## config.mk

```make
export PLATFORM = sky130hd
export DESIGN_NAME = seven_segment_number_formatter
export DESIGN_NICKNAME = d
export VERILOG_FILES = /design/src/hw/rtl/ssnf_pkg.sv /design/src/hw/rtl/ssnf_fifo.sv /design/src/hw/rtl/ssnf_front.sv /design/src/hw/rtl/ssnf_back.sv /design/src/hw/rtl/seven_segment_number_formatter.sv
export SDC_FILE = /design/constraint.sdc
export NUM_CORES = 2
export LEC_CHECK = 0
export ABC_AREA = 0
export BUFFER_PORTS_ARGS = -buffer_cell sky130_fd_sc_hd__buf_2
export CAP_MARGIN = 20
export CORE_MARGIN = 8
export CORE_UTILIZATION = 60
export CTS_BUF_LIST = sky130_fd_sc_hd__clkbuf_8 sky130_fd_sc_hd__clkbuf_16
export DETAILED_ROUTE_END_ITERATION = 6
export GPL_TIMING_DRIVEN = 0
export PLACE_DENSITY = 0.78
export SLEW_MARGIN = 20
export SYNTH_ARGS = -nofsm -noshare
export SYNTH_HDL_FRONTEND = slang
export SYNTH_SLANG_ARGS = --single-unit
```

## constraint.sdc

```tcl
create_clock -name clk_i -period 8.5 [get_ports clk_i]
set_clock_uncertainty 0.15 [all_clocks]
set_input_delay 1.7 -clock clk_i [delete_from_list [all_inputs] [get_ports clk_i]]
set_output_delay 1.7 -clock clk_i [all_outputs]
set_load 0.1 [all_outputs]
```

## src/hw/rtl/ssnf_pkg.sv

```systemverilog
// Shared types, constants and small lookup functions for the
// seven-segment number formatter. No dependencies.
package ssnf_pkg;

  // field widths
  localparam int unsigned VALUE_W = 24;
  localparam int unsigned DP_W    = 3;
  localparam int unsigned SEG_W   = 8;
  localparam int unsigned SEL_W   = 4;
  localparam int unsigned POS_W   = 2;
  localparam int unsigned R_W     = 14;  // rounded value, at most 9999 when in range

  // segment patterns, active high, bit 7 is the point
  localparam logic [SEG_W-1:0] SEG_BLANK = 8'b0000_0000;
  localparam logic [SEG_W-1:0] SEG_MINUS = 8'b0100_0000;
  localparam logic [SEG_W-1:0] SEG_E     = 8'b0111_1001;
  localparam logic [SEG_W-1:0] SEG_R     = 8'b0101_0000;
  localparam logic [SEG_W-1:0] SEG_POINT = 8'b1000_0000;

  // digit enable of the leftmost digit, others follow by right shift
  localparam logic [SEL_W-1:0] SEL_FIRST = 4'b1000;

  // decimal places code that shows the value unscaled
  localparam logic [1:0] DP_THREE = 2'd3;

  // frame index within the three-frame error display
  localparam logic [1:0] BEAT_E    = 2'd0;
  localparam logic [1:0] BEAT_LAST = 2'd2;

  // reciprocal scaling for the rounding divide, exact for in-range sums
  localparam int unsigned RECIP_W     = 30;
  localparam int unsigned RECIP_SHIFT = 33;
  localparam int unsigned PROD_W      = VALUE_W + RECIP_W;

  // reciprocals for digit extraction, exact for values up to 9999
  localparam int unsigned DIV1000_M = 16778;
  localparam int unsigned DIV1000_S = 24;
  localparam int unsigned DIV100_M  = 10486;
  localparam int unsigned DIV100_S  = 20;
  localparam int unsigned DIV10_M   = 13108;
  localparam int unsigned DIV10_S   = 17;

  // one classified word waiting for the back end
  typedef struct packed {
    logic             err;
    logic [SEG_W-1:0] seg;
    logic [POS_W-1:0] pos;
  } ssnf_entry_t;

  // glyph of one decimal digit
  function automatic logic [SEG_W-1:0] glyph(input logic [3:0] d);
    logic [SEG_W-1:0] g;
    unique case (d)
      4'd0:    g = 8'h3F;
      4'd1:    g = 8'h06;
      4'd2:    g = 8'h5B;
      4'd3:    g = 8'h4F;
      4'd4:    g = 8'h66;
      4'd5:    g = 8'h6D;
      4'd6:    g = 8'h7D;
      4'd7:    g = 8'h07;
      4'd8:    g = 8'h7F;
      4'd9:    g = 8'h6F;
      default: g = SEG_BLANK;
    endcase
    return g;
  endfunction

  // half-up rounding offset per decimal places
  function automatic logic [VALUE_W-1:0] round_add(input logic [1:0] dp);
    logic [VALUE_W-1:0] a;
    unique case (dp)
      2'd0:    a = 24'd500;
      2'd1:    a = 24'd50;
      2'd2:    a = 24'd5;
      default: a = 24'd0;
    endcase
    return a;
  endfunction

  // ceil(2^33 / divisor) per decimal places; unscaled case bypasses it
  function automatic logic [RECIP_W-1:0] recip(input logic [1:0] dp);
    logic [RECIP_W-1:0] m;
    unique case (dp)
      2'd0:    m = 30'd8589935;
      2'd1:    m = 30'd85899346;
      2'd2:    m = 30'd858993460;
      default: m = 30'd0;
    endcase
    return m;
  endfunction

  // smallest rounded sum that overflows the display
  function automatic logic [VALUE_W-1:0] ovf_limit(input logic [1:0] dp, input logic neg);
    logic [VALUE_W-1:0] t;
    unique case (dp)
      2'd0:    t = neg ? 24'd1000000 : 24'd10000000;
      2'd1:    t = neg ? 24'd100000  : 24'd1000000;
      2'd2:    t = neg ? 24'd10000   : 24'd100000;
      default: t = neg ? 24'd1000    : 24'd10000;
    endcase
    return t;
  endfunction

endpackage

```

## src/hw/rtl/ssnf_fifo.sv

```systemverilog
// Small entry queue between the formatter front end and frame back end.
// Depends on ssnf_pkg for the entry type.
module ssnf_fifo import ssnf_pkg::*; #(
  parameter int unsigned DEPTH = 4
) (
  input  logic        clk_i,
  input  logic        rst_ni,
  input  logic        push_i,
  input  ssnf_entry_t entry_i,
  output logic        full_o,
  input  logic        pop_i,
  output ssnf_entry_t entry_o,
  output logic        empty_o
);

  localparam int unsigned PTR_W = (DEPTH > 1) ? $clog2(DEPTH) : 1;
  localparam int unsigned CNT_W = $clog2(DEPTH + 1);

  ssnf_entry_t        mem_q [DEPTH];
  logic [PTR_W-1:0]   wr_ptr_q, wr_ptr_d, rd_ptr_q, rd_ptr_d;
  logic [CNT_W-1:0]   count_q, count_d;
  logic               do_push, do_pop;

  assign full_o  = (count_q == CNT_W'(DEPTH));
  assign empty_o = (count_q == '0);
  assign entry_o = mem_q[rd_ptr_q];
  assign do_push = push_i && !full_o;
  assign do_pop  = pop_i && !empty_o;

  // pointer and fill count update
  always_comb begin
    wr_ptr_d = wr_ptr_q;
    rd_ptr_d = rd_ptr_q;
    count_d  = count_q;
    if (do_push) begin
      wr_ptr_d = (wr_ptr_q == PTR_W'(DEPTH - 1)) ? '0 : wr_ptr_q + 1'b1;
    end
    if (do_pop) begin
      rd_ptr_d = (rd_ptr_q == PTR_W'(DEPTH - 1)) ? '0 : rd_ptr_q + 1'b1;
    end
    if (do_push && !do_pop) begin
      count_d = count_q + 1'b1;
    end else if (do_pop && !do_push) begin
      count_d = count_q - 1'b1;
    end
  end

  always_ff @(posedge clk_i or negedge rst_ni) begin
    if (!rst_ni) begin
      wr_ptr_q <= '0;
      rd_ptr_q <= '0;
      count_q  <= '0;
    end else begin
      wr_ptr_q <= wr_ptr_d;
      rd_ptr_q <= rd_ptr_d;
      count_q  <= count_d;
    end
  end

  // entry storage
  always_ff @(posedge clk_i) begin
    if (do_push) begin
      mem_q[wr_ptr_q] <= entry_i;
    end
  end

endmodule

```

## src/hw/rtl/ssnf_front.sv

```systemverilog
// Front end: takes words, rounds and range-checks them, splits digits,
// builds the selected digit pattern and queues one entry per word. Uses ssnf_pkg.
module ssnf_front import ssnf_pkg::*; (
  input  logic                      clk_i,
  input  logic                      rst_ni,
  input  logic                      valid_i,
  output logic                      ready_o,
  input  logic signed [VALUE_W-1:0] value_i,
  input  logic [DP_W-1:0]           dp_i,
  output logic                      push_o,
  output ssnf_entry_t               entry_o,
  input  logic                      full_i
);

  // stage 1: rounded magnitude
  logic               v1_q, neg1_q, errdp1_q;
  logic [1:0]         dp1_q;
  logic [VALUE_W-1:0] sum1_q;
  // stage 2: scaled product and range check
  logic               v2_q, neg2_q, err2_q;
  logic [1:0]         dp2_q;
  logic [PROD_W-1:0]  prod2_q;
  logic [R_W-1:0]     sumlo2_q;
  // stage 3: rounded value and its quotients
  logic               v3_q, neg3_q, err3_q;
  logic [1:0]         dp3_q;
  logic [R_W-1:0]     r3_q;
  logic [4:0]         q1000_q;
  logic [7:0]         q100_q;
  logic [10:0]        q10_q;
  // digit position counter
  logic [POS_W-1:0]   cnt_q, cnt_d;

  logic               en1, en2, en3;
  logic [VALUE_W-1:0] raw_u, rnd;
  logic [VALUE_W:0]   sum_wide;
  logic [R_W-1:0]     r_w;
  logic [28:0]        p1000;
  logic [27:0]        p100, p10;
  logic [3:0]         d [4];
  logic [1:0]         dpos;
  logic [2:0]         blank;
  logic [3:0]         minus;
  logic [SEG_W-1:0]   seg [4];

  // stall chain from the queue back to the input
  assign en3     = !v3_q || !full_i;
  assign en2     = !v2_q || en3;
  assign en1     = !v1_q || en2;
  assign ready_o = en1;
  assign push_o  = v3_q && !full_i;

  // magnitude plus rounding offset, negative values folded into one subtract
  assign raw_u = value_i;
  assign rnd   = round_add(dp_i[1:0]);
  always_comb begin
    if (value_i[VALUE_W-1]) begin
      sum_wide = {1'b1, {VALUE_W{1'b0}}} + {1'b0, rnd} - {1'b0, raw_u};
    end else begin
      sum_wide = {1'b0, raw_u} + {1'b0, rnd};
    end
  end

  // rounded value and quotients by 1000, 100 and 10
  assign r_w   = (dp2_q == DP_THREE) ? sumlo2_q
                                     : prod2_q[RECIP_SHIFT + R_W - 1:RECIP_SHIFT];
  assign p1000 = 29'(r_w) * 29'(DIV1000_M);
  assign p100  = 28'(r_w) * 28'(DIV100_M);
  assign p10   = 28'(r_w) * 28'(DIV10_M);

  // valid bits
  always_ff @(posedge clk_i or negedge rst_ni) begin
    if (!rst_ni) begin
      v1_q  <= 1'b0;
      v2_q  <= 1'b0;
      v3_q  <= 1'b0;
      cnt_q <= '0;
    end else begin
      if (en1) v1_q <= valid_i;
      if (en2) v2_q <= v1_q;
      if (en3) v3_q <= v2_q;
      cnt_q <= cnt_d;
    end
  end

  // stage payloads
  always_ff @(posedge clk_i) begin
    if (en1) begin
      neg1_q   <= value_i[VALUE_W-1];
      errdp1_q <= dp_i[2];
      dp1_q    <= dp_i[1:0];
      sum1_q   <= sum_wide[VALUE_W-1:0];
    end
    if (en2) begin
      neg2_q   <= neg1_q;
      dp2_q    <= dp1_q;
      err2_q   <= errdp1_q || (sum1_q >= ovf_limit(dp1_q, neg1_q));
      prod2_q  <= PROD_W'(sum1_q) * PROD_W'(recip(dp1_q));
      sumlo2_q <= sum1_q[R_W-1:0];
    end
    if (en3) begin
      neg3_q  <= neg2_q;
      dp3_q   <= dp2_q;
      err3_q  <= err2_q;
      r3_q    <= r_w;
      q1000_q <= p1000[DIV1000_S + 4:DIV1000_S];
      q100_q  <= p100[DIV100_S + 7:DIV100_S];
      q10_q   <= p10[DIV10_S + 10:DIV10_S];
    end
  end

  // decimal digits, blanking, sign and point
  always_comb begin
    d[0] = q1000_q[3:0];
    d[1] = 4'(q100_q - 8'(q1000_q) * 8'd10);
    d[2] = 4'(q10_q - 11'(q100_q) * 11'd10);
    d[3] = 4'(r3_q - 14'(q10_q) * 14'd10);
    dpos = DP_THREE - dp3_q;

    blank[0] = (dpos > 2'd0) && (d[0] == 4'd0);
    blank[1] = blank[0] && (dpos > 2'd1) && (d[1] == 4'd0);
    blank[2] = blank[1] && (dpos > 2'd2) && (d[2] == 4'd0);

    minus = '0;
    if (neg3_q) begin
      if (dpos == 2'd0) begin
        minus[0] = (d[0] == 4'd0);
      end else begin
        minus[0] = blank[0] && !blank[1];
        minus[1] = blank[1] && !blank[2];
        minus[2] = blank[2];
      end
    end

    for (int i = 0; i < 4; i++) begin
      if (minus[i]) begin
        seg[i] = SEG_MINUS;
      end else if ((i < 3) && blank[i % 3]) begin
        seg[i] = SEG_BLANK;
      end else begin
        seg[i] = glyph(d[i]);
      end
      if ((dp3_q != 2'd0) && (dpos == 2'(i))) begin
        seg[i] = seg[i] ^ SEG_POINT;
      end
    end
  end

  // queued entry and digit counter advance on normal words
  assign entry_o.err = err3_q;
  assign entry_o.seg = seg[cnt_q];
  assign entry_o.pos = cnt_q;
  assign cnt_d       = (push_o && !err3_q) ? cnt_q + 1'b1 : cnt_q;

endmodule

```

## src/hw/rtl/ssnf_back.sv

```systemverilog
// Back end: turns queued entries into display frames, three frames for
// the error display, held in an output register. Uses ssnf_pkg.
module ssnf_back import ssnf_pkg::*; (
  input  logic             clk_i,
  input  logic             rst_ni,
  input  ssnf_entry_t      entry_i,
  input  logic             empty_i,
  output logic             pop_o,
  output logic             valid_o,
  input  logic             ready_i,
  output logic [SEG_W-1:0] segments_n_o,
  output logic [SEL_W-1:0] digit_select_o,
  output logic             is_error_o,
  output logic             last_frame_o
);

  logic             out_valid_q;
  logic [1:0]       beat_q, beat_d;
  logic [SEG_W-1:0] seg_n_q;
  logic [SEL_W-1:0] sel_q;
  logic             err_q, last_q;
  logic             load, done;
  logic [SEG_W-1:0] frame_seg;
  logic [POS_W-1:0] frame_pos;

  // frame contents for the head entry
  always_comb begin
    if (entry_i.err) begin
      frame_seg = (beat_q == BEAT_E) ? SEG_E : SEG_R;
      frame_pos = beat_q;
      done      = (beat_q == BEAT_LAST);
    end else begin
      frame_seg = entry_i.seg;
      frame_pos = entry_i.pos;
      done      = 1'b1;
    end
  end

  assign load   = !empty_i && (!out_valid_q || ready_i);
  assign pop_o  = load && done;
  assign beat_d = load ? (done ? BEAT_E : beat_q + 1'b1) : beat_q;

  always_ff @(posedge clk_i or negedge rst_ni) begin
    if (!rst_ni) begin
      out_valid_q <= 1'b0;
      beat_q      <= BEAT_E;
    end else begin
      beat_q <= beat_d;
      if (load) begin
        out_valid_q <= 1'b1;
      end else if (ready_i) begin
        out_valid_q <= 1'b0;
      end
    end
  end

  // output word register
  always_ff @(posedge clk_i) begin
    if (load) begin
      seg_n_q <= ~frame_seg;
      sel_q   <= SEL_FIRST >> frame_pos;
      err_q   <= entry_i.err;
      last_q  <= done;
    end
  end

  assign valid_o        = out_valid_q;
  assign segments_n_o   = seg_n_q;
  assign digit_select_o = sel_q;
  assign is_error_o     = err_q;
  assign last_frame_o   = last_q;

endmodule

```

## src/hw/rtl/seven_segment_number_formatter.sv

```systemverilog
// Top level of the seven-segment number formatter: decimal places register,
// front end, entry queue and frame back end. Uses ssnf_pkg.
//
// Usage: each input word carries a signed value in thousandths. It is rounded
// to the decimal places register and yields one multiplexed digit frame
// (digit chosen by an internal counter that then advances), or three frames
// spelling Err when decimal places is above three or the value does not fit.
// Both channels are valid/ready; the user is to write the register with
// cfg_wdata_i via cfg_we_i only while the block is idle; it does not enforce this.
// A taken word passes three front stages, then the queue, then the output
// register, which presents the word's first frame.
// Throughput: one word per cycle for normal words unless stalled, set by the
// front pipeline; an error word occupies the back end for three frames.
// The queue between front and back absorbs error bursts and receiver stalls;
// when it and the front stages fill, in_ready_o drops. The output register
// holds a frame until out_ready_i takes it.
// Reset clears the register to zero decimal places, the digit counter to the
// first digit, and empties the pipeline and queue.
module seven_segment_number_formatter import ssnf_pkg::*; #(
  parameter int unsigned FIFO_DEPTH = 4
) (
  input  logic                      clk_i,
  input  logic                      rst_ni,
  input  logic                      cfg_we_i,
  input  logic [DP_W-1:0]           cfg_wdata_i,
  input  logic                      in_valid_i,
  output logic                      in_ready_o,
  input  logic signed [VALUE_W-1:0] value_milli_i,
  output logic                      out_valid_o,
  input  logic                      out_ready_i,
  output logic [SEG_W-1:0]          segments_n_o,
  output logic [SEL_W-1:0]          digit_select_o,
  output logic                      is_error_o,
  output logic                      last_frame_o
);

  logic [DP_W-1:0] decimal_places_q;
  logic            push, full, pop, empty;
  ssnf_entry_t     push_entry, head_entry;

  // decimal places register
  always_ff @(posedge clk_i or negedge rst_ni) begin
    if (!rst_ni) begin
      decimal_places_q <= '0;
    end else if (cfg_we_i) begin
      decimal_places_q <= cfg_wdata_i;
    end
  end

  ssnf_front u_front (
    .clk_i   (clk_i),
    .rst_ni  (rst_ni),
    .valid_i (in_valid_i),
    .ready_o (in_ready_o),
    .value_i (value_milli_i),
    .dp_i    (decimal_places_q),
    .push_o  (push),
    .entry_o (push_entry),
    .full_i  (full)
  );

  ssnf_fifo #(
    .DEPTH (FIFO_DEPTH)
  ) u_fifo (
    .clk_i   (clk_i),
    .rst_ni  (rst_ni),
    .push_i  (push),
    .entry_i (push_entry),
    .full_o  (full),
    .pop_i   (pop),
    .entry_o (head_entry),
    .empty_o (empty)
  );

  ssnf_back u_back (
    .clk_i          (clk_i),
    .rst_ni         (rst_ni),
    .entry_i        (head_entry),
    .empty_i        (empty),
    .pop_o          (pop),
    .valid_o        (out_valid_o),
    .ready_i        (out_ready_i),
    .segments_n_o   (segments_n_o),
    .digit_select_o (digit_select_o),
    .is_error_o     (is_error_o),
    .last_frame_o   (last_frame_o)
  );

endmodule

```

==> flow_summary.json <==
{
  "synth_area_leaders": "fa_1 (37%), ha_1 (20%), edfxtp_1 (12%)",
  "avgSynthCellArea_um2": 10.2,
  "start_util": 0.604,
  "ys_types": 75,
  "die_h_um": 251,
  "cp.required_ps": 8560,
  "num_rows": 86,
  "ys_warn_count": 0,
  "grt_start_max_net_pins": 34,
  "io_pins": 48,
  "worstHoldStart": "u_front.err2_q$_DFFE_PP_",
  "globalplace.congestion": 1.01,
  "area_growth_pct": 6.18,
  "endpoint_kind": "register",
  "status": "completed",
  "startpoint_type": "register",
  "startpoint": "u_front.dp1_q[0]$_DFFE_PP_",
  "core-area_mm2": 0.0550,
  "ys_seq_area_frac": 0.142,
  "cts_inserted_buffers": 17,
  "drive_above_1_share": 0.0481,
  "clk_pin_slew_ps": 80,
  "max_freq_mhz": 121,
  "die_area_mm2": 0.0632,
  "first_iter_violations": 1434,
  "crit_fanout": 10,
  "clk_latency_ps": 470,
  "grt_pass1_vias": 24200,
  "slew_violations": 0,
  "tns_ps": 0,
  "syn_nets": 4412,
  "htree_levels": 4,
  "globalRouteMet2Util": 0.461,
  "synth_top_area_frac": 0.368,
  "critPathArrivalTime_ps": 8360,
  "grt.busiest_layer": "met2",
  "firstDrtPassIters": 5,
  "wire_per_inst_um": 20.4,
  "ctsLongestPathBuffers": 2,
  "num_vias": 22500,
  "final_area_mm2": 0.0353,
  "path_buf_inv": 6,
  "synth_edf_count": 138,
  "ys.flop_type": "edfxtp_1",
  "dpl_cell_area_mm2": 0.0344,
  "fin_crit_ps": 8300,
  "ant_nets": 0,
  "maxCapViolations": 0,
  "async_flop_share": 0.110,
  "cpMostUsedCell": "fa_1",
  "hpwl_mm": 72.3,
  "grt_pass1_wl_mm": 131,
  "met3_usage": 0.0590,
  "clockRootBuffer": "clkbuf_16",
  "grtUsageMet1": 0.333,
  "portBuffers": 43,
  "die_w_um": 251,
  "grtUsageTotal": 0.272,
  "path_class": "register to register",
  "via_per_inst": 5.52,
  "worstHoldPathType": "register to register",
  "max_slew_margin": 0.288,
  "reg2reg_from": "u_front.dp1_q[0]$_DFFE_PP_",
  "ys_ff_latch": 163,
  "worstMarginPinSlew_ps": 1040,
  "synth_top_area_cell": "fa_1",
  "clock_sinks": 163,
  "synth_cells": 3243,
  "antenna_found_initial": 2,
  "final_nets": 4483,
  "hold_violations": 0,
  "drcViolationCount": 0,
  "synth_area_mm2": 0.0332,
  "period_share": 0.976,
  "cts_tree": "yes",
  "crit_slowest_cell": "fa_1",
  "max_stage_delay_ps": 610,
  "setup_viol": 0,
  "crit_family": "adder cells",
  "grt.overflow.total": 0,
  "wl_mm": 83.3
}
-- cell usage in the layout, fill, tap and decap left out, drive strengths merged, types with 12 or more instances in the layout --
master,synthesis,layout
mux4,12,12
clkbuf,32,45
nand2b,29,29
edfxtp,138,138
o21bai,12,12
xor2,29,29
and3,13,13
nor2,70,70
and2,84,84
buf,7,63
a21oi,93,93
nand2,116,116
a21o,28,28
nand4,17,17
nor2b,43,43
fa,611,611
inv,1004,1010
mux2i,22,22
nor3,31,31
xnor2,61,61
ha,526,526
dfrtp,18,18
o21a,15,15
nand3,18,18
o21ai,67,67
-- registers in the layout, summed over array words and instances (netlist names), 3 cells and up, named ones only --
register               cells
u_fifo.mem_q              44
u_back.segments_n_o        8
u_front.q10_q              4
u_back.digit_select_o      4
u_front.q100_q             4
u_front.prod2_q           14
u_front.q1000_q            4
u_front.sumlo2_q          14
u_front.sum1_q            24
u_front.r3_q               4
decimal_places_q           3
u_fifo.count_q             3
-- per-layer routing --
layer	up-vias	wire [um]
li1	10200	-
met1	11300	32500
met2	790	40900
met3	227	5980
met4	0	3960
met5	-	0
-- synthesized netlist by cell type, types with 5 or more instances --
cell      instances
edfxtp_1        138
mux2i_1          22
nand3_1          18
xor2_1           29
clkbuf_1         32
fa_1            611
mux2_2            7
nor2b_1          43
o21bai_1         12
or3_1             8
a21oi_1          91
a211oi_1         10
nand4_1          17
a31oi_1           9
nor3_1           31
o22ai_1           8
nor2_1           70
ha_1            526
a21o_1           28
dfrtp_1          18
a221oi_1          7
or2_2             5
nand3b_1          5
o21a_1           15
o21ai_0          64
xnor2_1          61
and2_1           84
nand2b_1         29
o41ai_1           6
nand2_1         116
inv_1          1002
and3_1           13
nor4_1            8
mux4_2           12
buf_1             5
dfxtp_1           7
a211o_1           7
-- what timing repair did --
action	CTS	global route
setup buffers	5	1
pin swaps	3	12
resized for setup	38	25
hold buffers	0	0
endpoints found under the setup margin	14	3
endpoints found under the hold margin	0	0
-- stage by stage --
| step | setup WS [ps] | utilization | std cells | hold slack (ps) |
|---|---|---|---|---|
| 6_report | 203 | 0.642 | 4076 | 291 |
| 3_3_place_gp | -1690 | 0.625 | 4034 | 251 |
| 3_5_place_dp | -1770 | 0.626 | 4037 | 266 |
| 5_1_grt | -11.4 | 0.642 | 4075 | 296 |
| 2_1_floorplan | 334 | - | 3243 | 250 |
| 4_1_cts | 54.6 | 0.640 | 4074 | 291 |
-- logic make-up (layout without fill, tap and decap cells) --
group / after synthesis / in the layout / synth area share
multiplexers: 41 / 41 / 0.0171
AND/OR/NAND/NOR: 460 / 460 / 0.0718
XOR/XNOR: 90 / 90 / 0.0237
AO/OA/AOI/OAI: 309 / 309 / 0.0609
other: 0 / 1 / 0
flip-flops: 163 / 163 / 0.142
buffers and inverters: 1043 / 1127 / 0.118
adder cells (fa/ha/maj): 1137 / 1137 / 0.566
-- final cells by class --
| cell class | count | area, um^2 |
|---|---|---|
| clock buffer | 17 | 425 |
| sequential | 163 | 4730 |
| tap | 748 | 936 |
| multi-input combinational | 2037 | 24700 |
| inverter | 1004 | 3770 |
| fill | 4346 | 19700 |
| timing repair buffer | 52 | 300 |
| antenna | 1 | 2.50 |
| clock inverter | 15 | 204 |
| buffer | 39 | 209 |
-- worst paths after layout --
| check | to | slack (ps) | depth (start not counted) |
|---|---|---|---|
| setup / recovery | u_front.prod2_q[46]$_DFFE_PP_ | 200 | 26 |
| hold / removal | u_front.err3_q$_DFFE_PN_ | 290 | 0 |
| setup reg to reg | u_front.prod2_q[46]$_DFFE_PP_ | 200 | 26 |
| hold reg to reg | u_front.err3_q$_DFFE_PN_ | 290 | 0 |
| max in group asynchronous | decimal_places_q[0]$_DFFE_PN0P_ | 6740 | 1 |
| min in group asynchronous | u_fifo.count_q[1]$_DFFE_PN0P_ | 1070 | 1 |
-- worst register-to-register path, delay by kind of cell, from the launching register on --
kind | cells | cell delay (ps)
buffers and inverters | 6 | 750
AND/OR/NAND/NOR | 4 | 830
adder cells (fa/ha/maj) | 9 | 4440
flip-flops | 1 | 430
AO/OA/AOI/OAI | 7 | 1460
Power is not shown: default switching activity piles up to over one toggle a cycle in this logic, so the estimate is an artifact.
